==> config.mk <==
export PLATFORM = sky130hd
export DESIGN_NAME = column_predicate_bitmap
export DESIGN_NICKNAME = d
export VERILOG_FILES = /design/src/hw/rtl/cpb_pkg.sv /design/src/hw/rtl/cpb_front.sv /design/src/hw/rtl/cpb_queue.sv /design/src/hw/rtl/cpb_back.sv /design/src/hw/rtl/column_predicate_bitmap.sv
export SDC_FILE = /design/constraint.sdc
export NUM_CORES = 1
export LEC_CHECK = 0
export BUFFER_PORTS_ARGS = -buffer_cell sky130_fd_sc_hd__buf_2
export CAP_MARGIN = 40
export CORE_UTILIZATION = 29
export DETAILED_ROUTE_END_ITERATION = 10
export PLACE_DENSITY = 0.54
export SLEW_MARGIN = 20
export SYNTH_ARGS = -nofsm -noshare
export SYNTH_HDL_FRONTEND = slang
export SYNTH_SLANG_ARGS = --single-unit
==> constraint.sdc <==
create_clock -name clk -period 3.8 [get_ports clk]
set_input_delay 1.14 -clock clk [delete_from_list [all_inputs] [get_ports clk]]
set_output_delay 1.14 -clock clk [all_outputs]
set_load 0.01 [all_outputs]
==> src/hw/rtl/cpb_pkg.sv <==
// Shared types and constants for the column predicate bitmap block.
`timescale 1ns / 1ps
package cpb_pkg;
	localparam int unsigned COUNT_WIDTH_DEF = 32;

	localparam logic [2:0] OP_EQ = 3'd0;
	localparam logic [2:0] OP_NE = 3'd1;
	localparam logic [2:0] OP_LT = 3'd2;
	localparam logic [2:0] OP_LE = 3'd3;
	localparam logic [2:0] OP_GT = 3'd4;
	localparam logic [2:0] OP_GE = 3'd5;

	localparam logic [3:0] TYPE_F32 = 4'd8;
	localparam logic [3:0] TYPE_F64 = 4'd9;

	localparam logic [1:0] MODE_SCALAR = 2'd0;
	localparam logic [1:0] MODE_COLUMN = 2'd1;
	localparam logic [1:0] MODE_RANGE  = 2'd2;

	localparam logic [2:0] REG_OP    = 3'd0;
	localparam logic [2:0] REG_TYPE  = 3'd1;
	localparam logic [2:0] REG_MODE  = 3'd2;
	localparam logic [2:0] REG_CMP   = 3'd3;
	localparam logic [2:0] REG_LOW   = 3'd4;
	localparam logic [2:0] REG_HIGH  = 3'd5;

	// Compare outcome of one operand pair, taken by the back end.
	typedef struct packed {
		logic lt;
		logic eq;
		logic unord;
	} rel_t;

	// One classified element in the queue.
	typedef struct packed {
		rel_t r0;
		rel_t r1;
		logic live;
		logic last;
	} item_t;

	// Order key: integer keys with sign flip for signed types; floats are compared separately in rel_calc.
	function automatic logic [63:0] order_key(input logic [3:0] t, input logic [63:0] raw);
		logic [63:0] v;
		v = 64'd0;
		case (t[1:0])
			2'd0: v = {56'd0, raw[7:0] ^ {t[2] ? 1'b0 : 1'b1, 7'd0}};
			2'd1: v = {48'd0, raw[15:0] ^ {t[2] ? 1'b0 : 1'b1, 15'd0}};
			2'd2: v = {32'd0, raw[31:0] ^ {t[2] ? 1'b0 : 1'b1, 31'd0}};
			default: v = raw ^ {~t[2], 63'd0};
		endcase
		return v;
	endfunction

	function automatic rel_t rel_calc(input logic [3:0] t, input logic [63:0] a,
		input logic [63:0] b);
		rel_t r;
		logic [63:0] ka, kb;
		logic na, nb, za, zb, sa, sb;
		r = '0;
		ka = order_key(t, a);
		kb = order_key(t, b);
		if (t == TYPE_F32) begin
			na = (a[30:23] == 8'hFF) && (a[22:0] != 23'd0);
			nb = (b[30:23] == 8'hFF) && (b[22:0] != 23'd0);
			za = a[30:0] == 31'd0;
			zb = b[30:0] == 31'd0;
			sa = a[31];
			sb = b[31];
			r.unord = na | nb;
			r.eq = (a[31:0] == b[31:0]) | (za & zb);
			if (za & zb) r.lt = 1'b0;
			else if (sa != sb) r.lt = sa;
			else r.lt = sa ? (a[30:0] > b[30:0]) : (a[30:0] < b[30:0]);
		end else if (t == TYPE_F64) begin
			na = (a[62:52] == 11'h7FF) && (a[51:0] != 52'd0);
			nb = (b[62:52] == 11'h7FF) && (b[51:0] != 52'd0);
			za = a[62:0] == 63'd0;
			zb = b[62:0] == 63'd0;
			sa = a[63];
			sb = b[63];
			r.unord = na | nb;
			r.eq = (a == b) | (za & zb);
			if (za & zb) r.lt = 1'b0;
			else if (sa != sb) r.lt = sa;
			else r.lt = sa ? (a[62:0] > b[62:0]) : (a[62:0] < b[62:0]);
		end else begin
			r.unord = t > TYPE_F64;
			r.eq = ka == kb;
			r.lt = ka < kb;
		end
		return r;
	endfunction
endpackage

==> src/hw/rtl/cpb_front.sv <==
// Front end: takes elements, runs the typed compares and registers the outcome.
`timescale 1ns / 1ps
module cpb_front (
	input  logic                clk,
	input  logic                arst_n,
	input  logic                in_valid,
	output logic                in_ready,
	input  logic [63:0]         value_a,
	input  logic [63:0]         value_b,
	input  logic                valid_a,
	input  logic                valid_b,
	input  logic                is_last,
	input  logic [3:0]          element_type,
	input  logic [1:0]          compare_mode,
	input  logic [63:0]         comparand,
	input  logic [63:0]         range_low,
	input  logic [63:0]         range_high,
	output logic                item_valid,
	input  logic                item_ready,
	output cpb_pkg::item_t      item
);
	logic [63:0] opnd0, opnd1;
	cpb_pkg::item_t item_s1;
	logic valid_s1;

	always_comb begin
		opnd0 = comparand;
		opnd1 = range_high;
		unique case (compare_mode)
			cpb_pkg::MODE_COLUMN: opnd0 = value_b;
			cpb_pkg::MODE_RANGE:  opnd0 = range_low;
			default:              opnd0 = comparand;
		endcase
	end

	assign in_ready = !valid_s1 || item_ready;

	always_ff @(posedge clk or negedge arst_n) begin
		if (!arst_n) begin
			valid_s1 <= 1'b0;
		end else if (in_ready) begin
			valid_s1 <= in_valid;
		end
	end

	// Undefined element types and the undefined mode never match, whatever the operation.
	always_ff @(posedge clk) begin
		if (in_ready && in_valid) begin
			item_s1.r0 <= cpb_pkg::rel_calc(element_type, value_a, opnd0);
			item_s1.r1 <= cpb_pkg::rel_calc(element_type, value_a, opnd1);
			item_s1.live <= valid_a && (compare_mode != cpb_pkg::MODE_COLUMN || valid_b)
				&& compare_mode != 2'd3 && element_type <= cpb_pkg::TYPE_F64;
			item_s1.last <= is_last;
		end
	end

	assign item_valid = valid_s1;
	assign item = item_s1;
endmodule

==> src/hw/rtl/cpb_queue.sv <==
// Two-entry queue between the front and back ends.
`timescale 1ns / 1ps
module cpb_queue (
	input  logic           clk,
	input  logic           arst_n,
	input  logic           wr_valid,
	output logic           wr_ready,
	input  cpb_pkg::item_t wr_data,
	output logic           rd_valid,
	input  logic           rd_ready,
	output cpb_pkg::item_t rd_data
);
	cpb_pkg::item_t mem_q [2];
	logic           wp_q, rp_q;
	logic [1:0]     cnt_q;
	logic           wr_en, rd_en;

	assign wr_ready = cnt_q != 2'd2;
	assign rd_valid = cnt_q != 2'd0;
	assign wr_en = wr_valid && wr_ready;
	assign rd_en = rd_valid && rd_ready;
	assign rd_data = mem_q[rp_q];

	always_ff @(posedge clk or negedge arst_n) begin
		if (!arst_n) begin
			wp_q <= 1'b0;
			rp_q <= 1'b0;
			cnt_q <= 2'd0;
		end else begin
			if (wr_en) wp_q <= ~wp_q;
			if (rd_en) rp_q <= ~rp_q;
			cnt_q <= cnt_q + {1'b0, wr_en} - {1'b0, rd_en};
		end
	end

	always_ff @(posedge clk) begin
		if (wr_en) mem_q[wp_q] <= wr_data;
	end

	assert property (@(posedge clk) disable iff (!arst_n) cnt_q != 2'd3)
		else $error("queue count out of range");
	assert property (@(posedge clk) disable iff (!arst_n)
		(cnt_q == 2'd2 && !rd_en) |=> cnt_q == 2'd2)
		else $error("full queue lost an entry");
	assert property (@(posedge clk) disable iff (!arst_n)
		(cnt_q == 2'd0) |-> (wp_q == rp_q))
		else $error("empty queue pointers disagree");
endmodule

==> src/hw/rtl/cpb_back.sv <==
// Back end: resolves the predicate, packs bits and keeps the running count.
`timescale 1ns / 1ps
module cpb_back #(
	parameter int unsigned COUNT_WIDTH = cpb_pkg::COUNT_WIDTH_DEF
) (
	input  logic           clk,
	input  logic           arst_n,
	input  logic [2:0]     compare_op,
	input  logic [1:0]     compare_mode,
	input  logic           item_valid,
	output logic           item_ready,
	input  cpb_pkg::item_t item,
	output logic           out_valid,
	input  logic           out_ready,
	output logic [7:0]     out_byte,
	output logic [31:0]    match_count,
	output logic           final_byte
);
	logic [7:0] acc_q;
	logic [2:0] pos_q;
	logic [COUNT_WIDTH-1:0] cnt_q;
	logic pred, rel0, emit, take;
	logic [7:0] acc_nx;
	logic [COUNT_WIDTH-1:0] cnt_nx;
	logic ov_q;
	logic [7:0] ob_q;
	logic [31:0] oc_q;
	logic of_q;

	function automatic logic rel_op(input logic [2:0] op, input cpb_pkg::rel_t r);
		logic p;
		p = 1'b0;
		unique case (op)
			cpb_pkg::OP_EQ: p = !r.unord && r.eq;
			cpb_pkg::OP_NE: p = r.unord || !r.eq;
			cpb_pkg::OP_LT: p = !r.unord && r.lt;
			cpb_pkg::OP_LE: p = !r.unord && (r.lt || r.eq);
			cpb_pkg::OP_GT: p = !r.unord && !r.lt && !r.eq;
			cpb_pkg::OP_GE: p = !r.unord && !r.lt;
			default:        p = 1'b0;
		endcase
		return p;
	endfunction

	always_comb begin
		if (compare_mode == cpb_pkg::MODE_RANGE)
			rel0 = rel_op(cpb_pkg::OP_GE, item.r0) && rel_op(cpb_pkg::OP_LE, item.r1);
		else
			rel0 = rel_op(compare_op, item.r0);
		pred = item.live && rel0;
		acc_nx = acc_q | (pred ? (8'd1 << pos_q) : 8'd0);
		cnt_nx = cnt_q + COUNT_WIDTH'(pred);
		emit = (pos_q == 3'd7) || item.last;
	end

	assign item_ready = !ov_q || out_ready;
	assign take = item_valid && item_ready;

	always_ff @(posedge clk or negedge arst_n) begin
		if (!arst_n) begin
			acc_q <= 8'd0;
			pos_q <= 3'd0;
			cnt_q <= '0;
			ov_q <= 1'b0;
		end else begin
			if (take && emit) ov_q <= 1'b1;
			else if (out_ready) ov_q <= 1'b0;
			if (take) begin
				pos_q <= emit ? 3'd0 : pos_q + 3'd1;
				acc_q <= emit ? 8'd0 : acc_nx;
				cnt_q <= item.last ? '0 : cnt_nx;
			end
		end
	end

	always_ff @(posedge clk) begin
		if (take && emit) begin
			ob_q <= acc_nx;
			oc_q <= 32'(cnt_nx);
			of_q <= item.last;
		end
	end

	assign out_valid = ov_q;
	assign out_byte = ob_q;
	assign match_count = oc_q;
	assign final_byte = of_q;

	assert property (@(posedge clk) disable iff (!arst_n)
		(out_valid && !out_ready) |=> out_valid)
		else $error("result dropped under stall");
	assert property (@(posedge clk) disable iff (!arst_n)
		(take && item.last) |=> (pos_q == 3'd0 && cnt_q == '0))
		else $error("column end did not clear state");
	assert property (@(posedge clk) disable iff (!arst_n)
		(take && !emit) |=> (pos_q == $past(pos_q) + 3'd1))
		else $error("bit position skipped");
endmodule

==> src/hw/rtl/column_predicate_bitmap.sv <==
`timescale 1ns / 1ps
// Top level of the column predicate scan with packed validity bitmap output.
//
//  Channel | Handshake              | Payload
//  s_axis  | s_axis_tvalid/tready   | tdata{value_b,value_a}, tuser{valid_b,valid_a}, tlast=is_last
//  m_axis  | m_axis_tvalid/tready   | tdata{match_count,out_byte}, tlast=final_byte
//  cfg     | cfg_valid/cfg_ready    | cfg_index, cfg_data
//
// One element per cycle is sustained while the result side does not stall; an element
// passes from the compare stage through the queue and the pack stage to the result register.
// Reset clears the packing state, running count, queue, valid flags and configuration registers.
// A stall on the result side fills the two-entry queue and the compare stage before
// input is held.
module column_predicate_bitmap #(
	parameter int unsigned COUNT_WIDTH = cpb_pkg::COUNT_WIDTH_DEF
) (
	input  logic          clk,
	input  logic          arst_n,
	input  logic          s_axis_tvalid,
	output logic          s_axis_tready,
	input  logic [127:0]  s_axis_tdata,  // value_a [63:0], value_b [127:64]
	input  logic [1:0]    s_axis_tuser,  // valid_a [0], valid_b [1]
	input  logic          s_axis_tlast,
	output logic          m_axis_tvalid,
	input  logic          m_axis_tready,
	output logic [39:0]   m_axis_tdata,  // out_byte [7:0], match_count [39:8]
	output logic          m_axis_tlast,
	input  logic          cfg_valid,
	output logic          cfg_ready,
	input  logic [2:0]    cfg_index,
	input  logic [63:0]   cfg_data
);
	logic [2:0]  op_q;
	logic [3:0]  type_q;
	logic [1:0]  mode_q;
	logic [63:0] cmp_q, low_q, high_q;
	logic        fv, fr, bv, br;
	cpb_pkg::item_t fi, bi;

	// Configuration is always accepted; writes must land only while the block is idle, which the block does not enforce.
	assign cfg_ready = 1'b1;

	always_ff @(posedge clk or negedge arst_n) begin
		if (!arst_n) begin
			op_q <= '0;
			type_q <= '0;
			mode_q <= '0;
			cmp_q <= '0;
			low_q <= '0;
			high_q <= '0;
		end else if (cfg_valid) begin
			unique case (cfg_index)
				cpb_pkg::REG_OP:   op_q <= cfg_data[2:0];
				cpb_pkg::REG_TYPE: type_q <= cfg_data[3:0];
				cpb_pkg::REG_MODE: mode_q <= cfg_data[1:0];
				cpb_pkg::REG_CMP:  cmp_q <= cfg_data;
				cpb_pkg::REG_LOW:  low_q <= cfg_data;
				cpb_pkg::REG_HIGH: high_q <= cfg_data;
				default: ;
			endcase
		end
	end

	cpb_front u_front (
		.clk(clk), .arst_n(arst_n),
		.in_valid(s_axis_tvalid), .in_ready(s_axis_tready),
		.value_a(s_axis_tdata[63:0]), .value_b(s_axis_tdata[127:64]),
		.valid_a(s_axis_tuser[0]), .valid_b(s_axis_tuser[1]), .is_last(s_axis_tlast),
		.element_type(type_q), .compare_mode(mode_q), .comparand(cmp_q),
		.range_low(low_q), .range_high(high_q),
		.item_valid(fv), .item_ready(fr), .item(fi)
	);

	cpb_queue u_queue (
		.clk(clk), .arst_n(arst_n),
		.wr_valid(fv), .wr_ready(fr), .wr_data(fi),
		.rd_valid(bv), .rd_ready(br), .rd_data(bi)
	);

	cpb_back #(.COUNT_WIDTH(COUNT_WIDTH)) u_back (
		.clk(clk), .arst_n(arst_n),
		.compare_op(op_q), .compare_mode(mode_q),
		.item_valid(bv), .item_ready(br), .item(bi),
		.out_valid(m_axis_tvalid), .out_ready(m_axis_tready),
		.out_byte(m_axis_tdata[7:0]), .match_count(m_axis_tdata[39:8]),
		.final_byte(m_axis_tlast)
	);
endmodule

==> flow_metrics.env <==
export IMPL_gp_congestion=0.9229
export IMPL_worst_path_buf_inv=4
export IMPL_relSlewSlack=0.4638
export IMPL_synth_cell_type_count=72
export IMPL_max_freq_ghz=0.2362
export IMPL_powerDensity_nw_per_um2=606.0
export IMPL_p_int_uw=10540
export IMPL_drtIter0Drc=1101
export IMPL_synth_top_area_share=0.2922
export IMPL_status="finished, violations left"
export IMPL_worstPathRequired_ns=4.10
export IMPL_htreeDepth=2
export IMPL_async_flop_share=0.7937
export IMPL_place_hpwl_um=58960
export IMPL_synth_edf_count=65
export IMPL_grt_max_degree=73
export IMPL_synthesis_nets=2576
export IMPL_critPathLaunchType="flop"
export IMPL_syn_area_um2=21410
export IMPL_wire_per_inst_um=20.90
export IMPL_skew_ns=0.02882
export IMPL_path_class="reg2reg"
export IMPL_ys_flop_type="dfrtp_1"
export IMPL_power_frac_seq=0.287
export IMPL_vias_per_cell=5.221
export IMPL_area_growth_pct=30.93
export IMPL_layout_nets=3110
export IMPL_slew_viol_final=0
export IMPL_p_sw_uw=6451
export IMPL_syn_avg_cell_area_um2=10.05
export IMPL_reg2reg_setup_slack_ns=-0.43
export IMPL_dpl_cell_area_um2=26000
export IMPL_grt_overflow=0
export IMPL_portBuffers=245
export IMPL_clk_pin_slew_ns=0.06
export IMPL_combPwrFrac=0.475
export IMPL_cp_slowest_cell="or4b_4"
export IMPL_ant_nets=0
export IMPL_cts_buffers_inserted=39
export IMPL_syn_inst=2131
export IMPL_clockRootBuffer="clkbuf_16"
export IMPL_layout_drive_gt1_share=0.3477
export IMPL_placed_cells=3557
export IMPL_dieArea_um2=74920
export IMPL_grt_antenna_before_repair=12
export IMPL_post_route_min_period_ns=4.234
export IMPL_drt_first_pass_iters=5
export IMPL_totalWireLength_um=76480
export IMPL_ios=247
export IMPL_hp_class="reg2reg"
export IMPL_die_x_um=273.7
export IMPL_synth_seq_cells=315
export IMPL_cts_sinks=315
export IMPL_critical_path_max_stage_delay_ns=0.53
export IMPL_setup_slack_ns=-0.4336
export IMPL_die_h_um=273.7
export IMPL_yosysTopAreaCell="dfrtp_1"
export IMPL_rows=99
export IMPL_failed_checks="negative setup slack"
export IMPL_fin_area_um2=28030
export IMPL_finalCritPeriodShare=1.114
export IMPL_endpoint_kind="flop"
export IMPL_finalHoldViolCount=0
export IMPL_final_cells=3660
export IMPL_drcViolationCount=0
export IMPL_worstPathMaxFanout=7
export IMPL_leakagePower_uw=0.01298
export IMPL_ctsHoldBuffers=0
export IMPL_fin_util=0.3842
export IMPL_sw_frac_of_total=0.3797
export IMPL_hold_slack_ns=0.4512
export IMPL_grt_pass1_vias=19290
export IMPL_cts_tree="yes"
export IMPL_track_usage=0.1996
export IMPL_synth_area_top_cells="dfrtp_1, ha_1, mux2_2"
export IMPL_p_clk_frac=0.238
export IMPL_clk_latency_ns=0.58
export IMPL_max_cap_violations=0
export IMPL_critPathTopFamily="simple AND/OR/NAND/NOR gates"
export IMPL_via_count=19110
export IMPL_fillers=7289
export IMPL_arrival_ns=4.53
export IMPL_grt_pass1_wl_um=114200
export IMPL_rsz0062_at_grt="yes"
export IMPL_finalSetupViolCount=2
export IMPL_core_area_um2=72960
export IMPL_worst_pin_slew_ns=0.7982
export IMPL_synth_warnings=0
export IMPL_start_util=0.2935
export IMPL_power_uw=16990
export IMPL_clk_path_buf_depth=3
export IMPL_ys_seq_area_frac=0.3834
export IMPL_cp_cell_sequence="ha_4 -> buf_12 -> buf_6 -> a221oi_1 -> buf_4 -> or2_2 -> ha_4 -> nand4_1 -> nor4_4 -> nand4_1 -> buf_4 -> or4b_4 -> a2111oi_4 -> a2111oi_4 -> o31ai_2 -> o221ai_2"
export IMPL_ir_worst_vdd_v=0.0003945
==> metrics by stage <==
step / setup WS [ns] / setup TNS (ns)
2_1_floorplan: -0.1097 / -0.1097
3_3_place_gp: -0.6425 / -1.958
3_5_place_dp: -0.6690 / -2.107
4_1_cts: -0.3504 / -0.4267
5_1_grt: -0.5085 / -0.7406
6_report: -0.4336 / -0.5995
==> power by group through the flow <==
stage,Sequential [µW],Combinational [µW],Clock [µW]
3_5_place_dp,4920,7550,0
6_report,4880,8060,4050
2_1_floorplan,4810,4300,0
3_3_place_gp,4900,7410,0
5_1_grt,4970,8850,4290
4_1_cts,4860,7860,4160
==> placed cells by master, fill, tap and decap left out, types with 33 or more instances in the layout <==
cell       count
a21oi_1       62
nor4_1        41
ha_1         231
nor2_1        65
nand2_1      189
and3_1        49
nor2b_1       52
a21o_1        58
a221oi_1      33
clkbuf_16     40
buf_4        309
inv_1        112
nand4_1       63
mux2_2       201
nor3_1        38
nand3_1       40
o21ai_0       85
dfrtp_1      248
edfxtp_1      65
buf_2        244
==> cell usage after synthesis (5+ instances only) <==
master     instances
a22oi_1           27
a221oi_1          41
o31ai_1            9
nand2b_1          20
xnor2_1           30
a2111oi_0          6
or3_1             18
o221ai_1           5
or4_1              7
buf_6              6
or2_2             26
mux2_2           202
o21a_1             6
o211ai_1           6
a21oi_1           64
dfrtp_1          250
nor2b_1           53
nor3_1            42
xor2_1            21
nor4_1            45
o21ai_0           98
a21o_1            58
edfxtp_1          65
nand3_1           41
and3_1            49
and4_1             9
a211oi_1          11
inv_1            115
ha_1             242
buf_1              5
nand4_1           63
clkbuf_1          55
and2_1            29
o22ai_1           20
buf_2             19
nor2_1            70
a211o_1            8
a31oi_1           15
a22o_1            17
nand2_1          189
==> worst paths after layout <==
path	start	end	depth (start not counted)
max reg2reg	mode_q[1]$_DFFE_PN0P_	u_front.item[7]$_DFFE_PP_	16
max	mode_q[1]$_DFFE_PN0P_	u_front.item[7]$_DFFE_PP_	16
min in group asynchronous	arst_n	cmp_q[42]$_DFFE_PN0P_	1
min reg2reg	u_front.item[1]$_DFFE_PP_	u_queue.mem_q[0][1]$_DFFE_PP_	0
min	u_front.item[1]$_DFFE_PP_	u_queue.mem_q[0][1]$_DFFE_PP_	0
max in group asynchronous	arst_n	cmp_q[60]$_DFFE_PN0P_	2
==> sequential cells by signal (all words and copies together), names as in the netlist <==
register and flops:
u_back.out_valid 1, u_queue.mem_q 16, u_back.acc_q 8, u_front.item_valid 1
u_back.pos_q 3, type_q 4, u_back.cnt_q 32, u_back.out_byte 8
u_queue.wp_q 1, u_queue.cnt_q 2, low_q 64, u_queue.rp_q 1
cmp_q 64, u_back.match_count 32, mode_q 2, high_q 64
u_back.final_byte 1, u_front.item 8, op_q 3
==> timing repair <==
item / CTS / global route
setup buffers: 17 / 12
pin swaps: 17 / 23
gates resized for setup: 26 / 48
cloned: 1 / 0
endpoints found under the setup margin: 2 / 29
==> metal layers <==
metal  global-route usage  wire [µm]  part of all wire  up-vias
met1               0.2552      33490              0.44     9446
met4              0.08571       3022             0.040       10
li1                     -          -                 -     9037
met3              0.02833       3184             0.042      156
met2               0.3341      36720              0.48      460
met5                    0         56           0.00073        -
==> logic make-up (layout without fill, tap and decap cells) <==
logic type | after synthesis | in the layout | synth area share
buffers and inverters | 202 | 766 | 0.03898
AO/OA/AOI/OAI | 425 | 425 | 0.1353
AND/OR/NAND/NOR | 689 | 689 | 0.1718
adder cells (fa/ha/maj) | 243 | 243 | 0.1419
other | 1 | 7 | 0.0001751
multiplexers | 205 | 205 | 0.1076
XOR/XNOR | 51 | 51 | 0.02086
flip-flops | 315 | 315 | 0.3834
==> final cells by class <==
cell class              count  area, µm²  area share
clock inverters            22      319.1     0.01138
well taps                 959       1200     0.04280
inverters                 115      431.7     0.01540
multi-input cells        1614      12770      0.4557
clock buffers              49       1055     0.03763
repair buffers            580       4026      0.1436
diodes                      6      15.01   0.0005356
flip-flops and latches    315       8210      0.2929
Power figures use the tool's default switching activity.
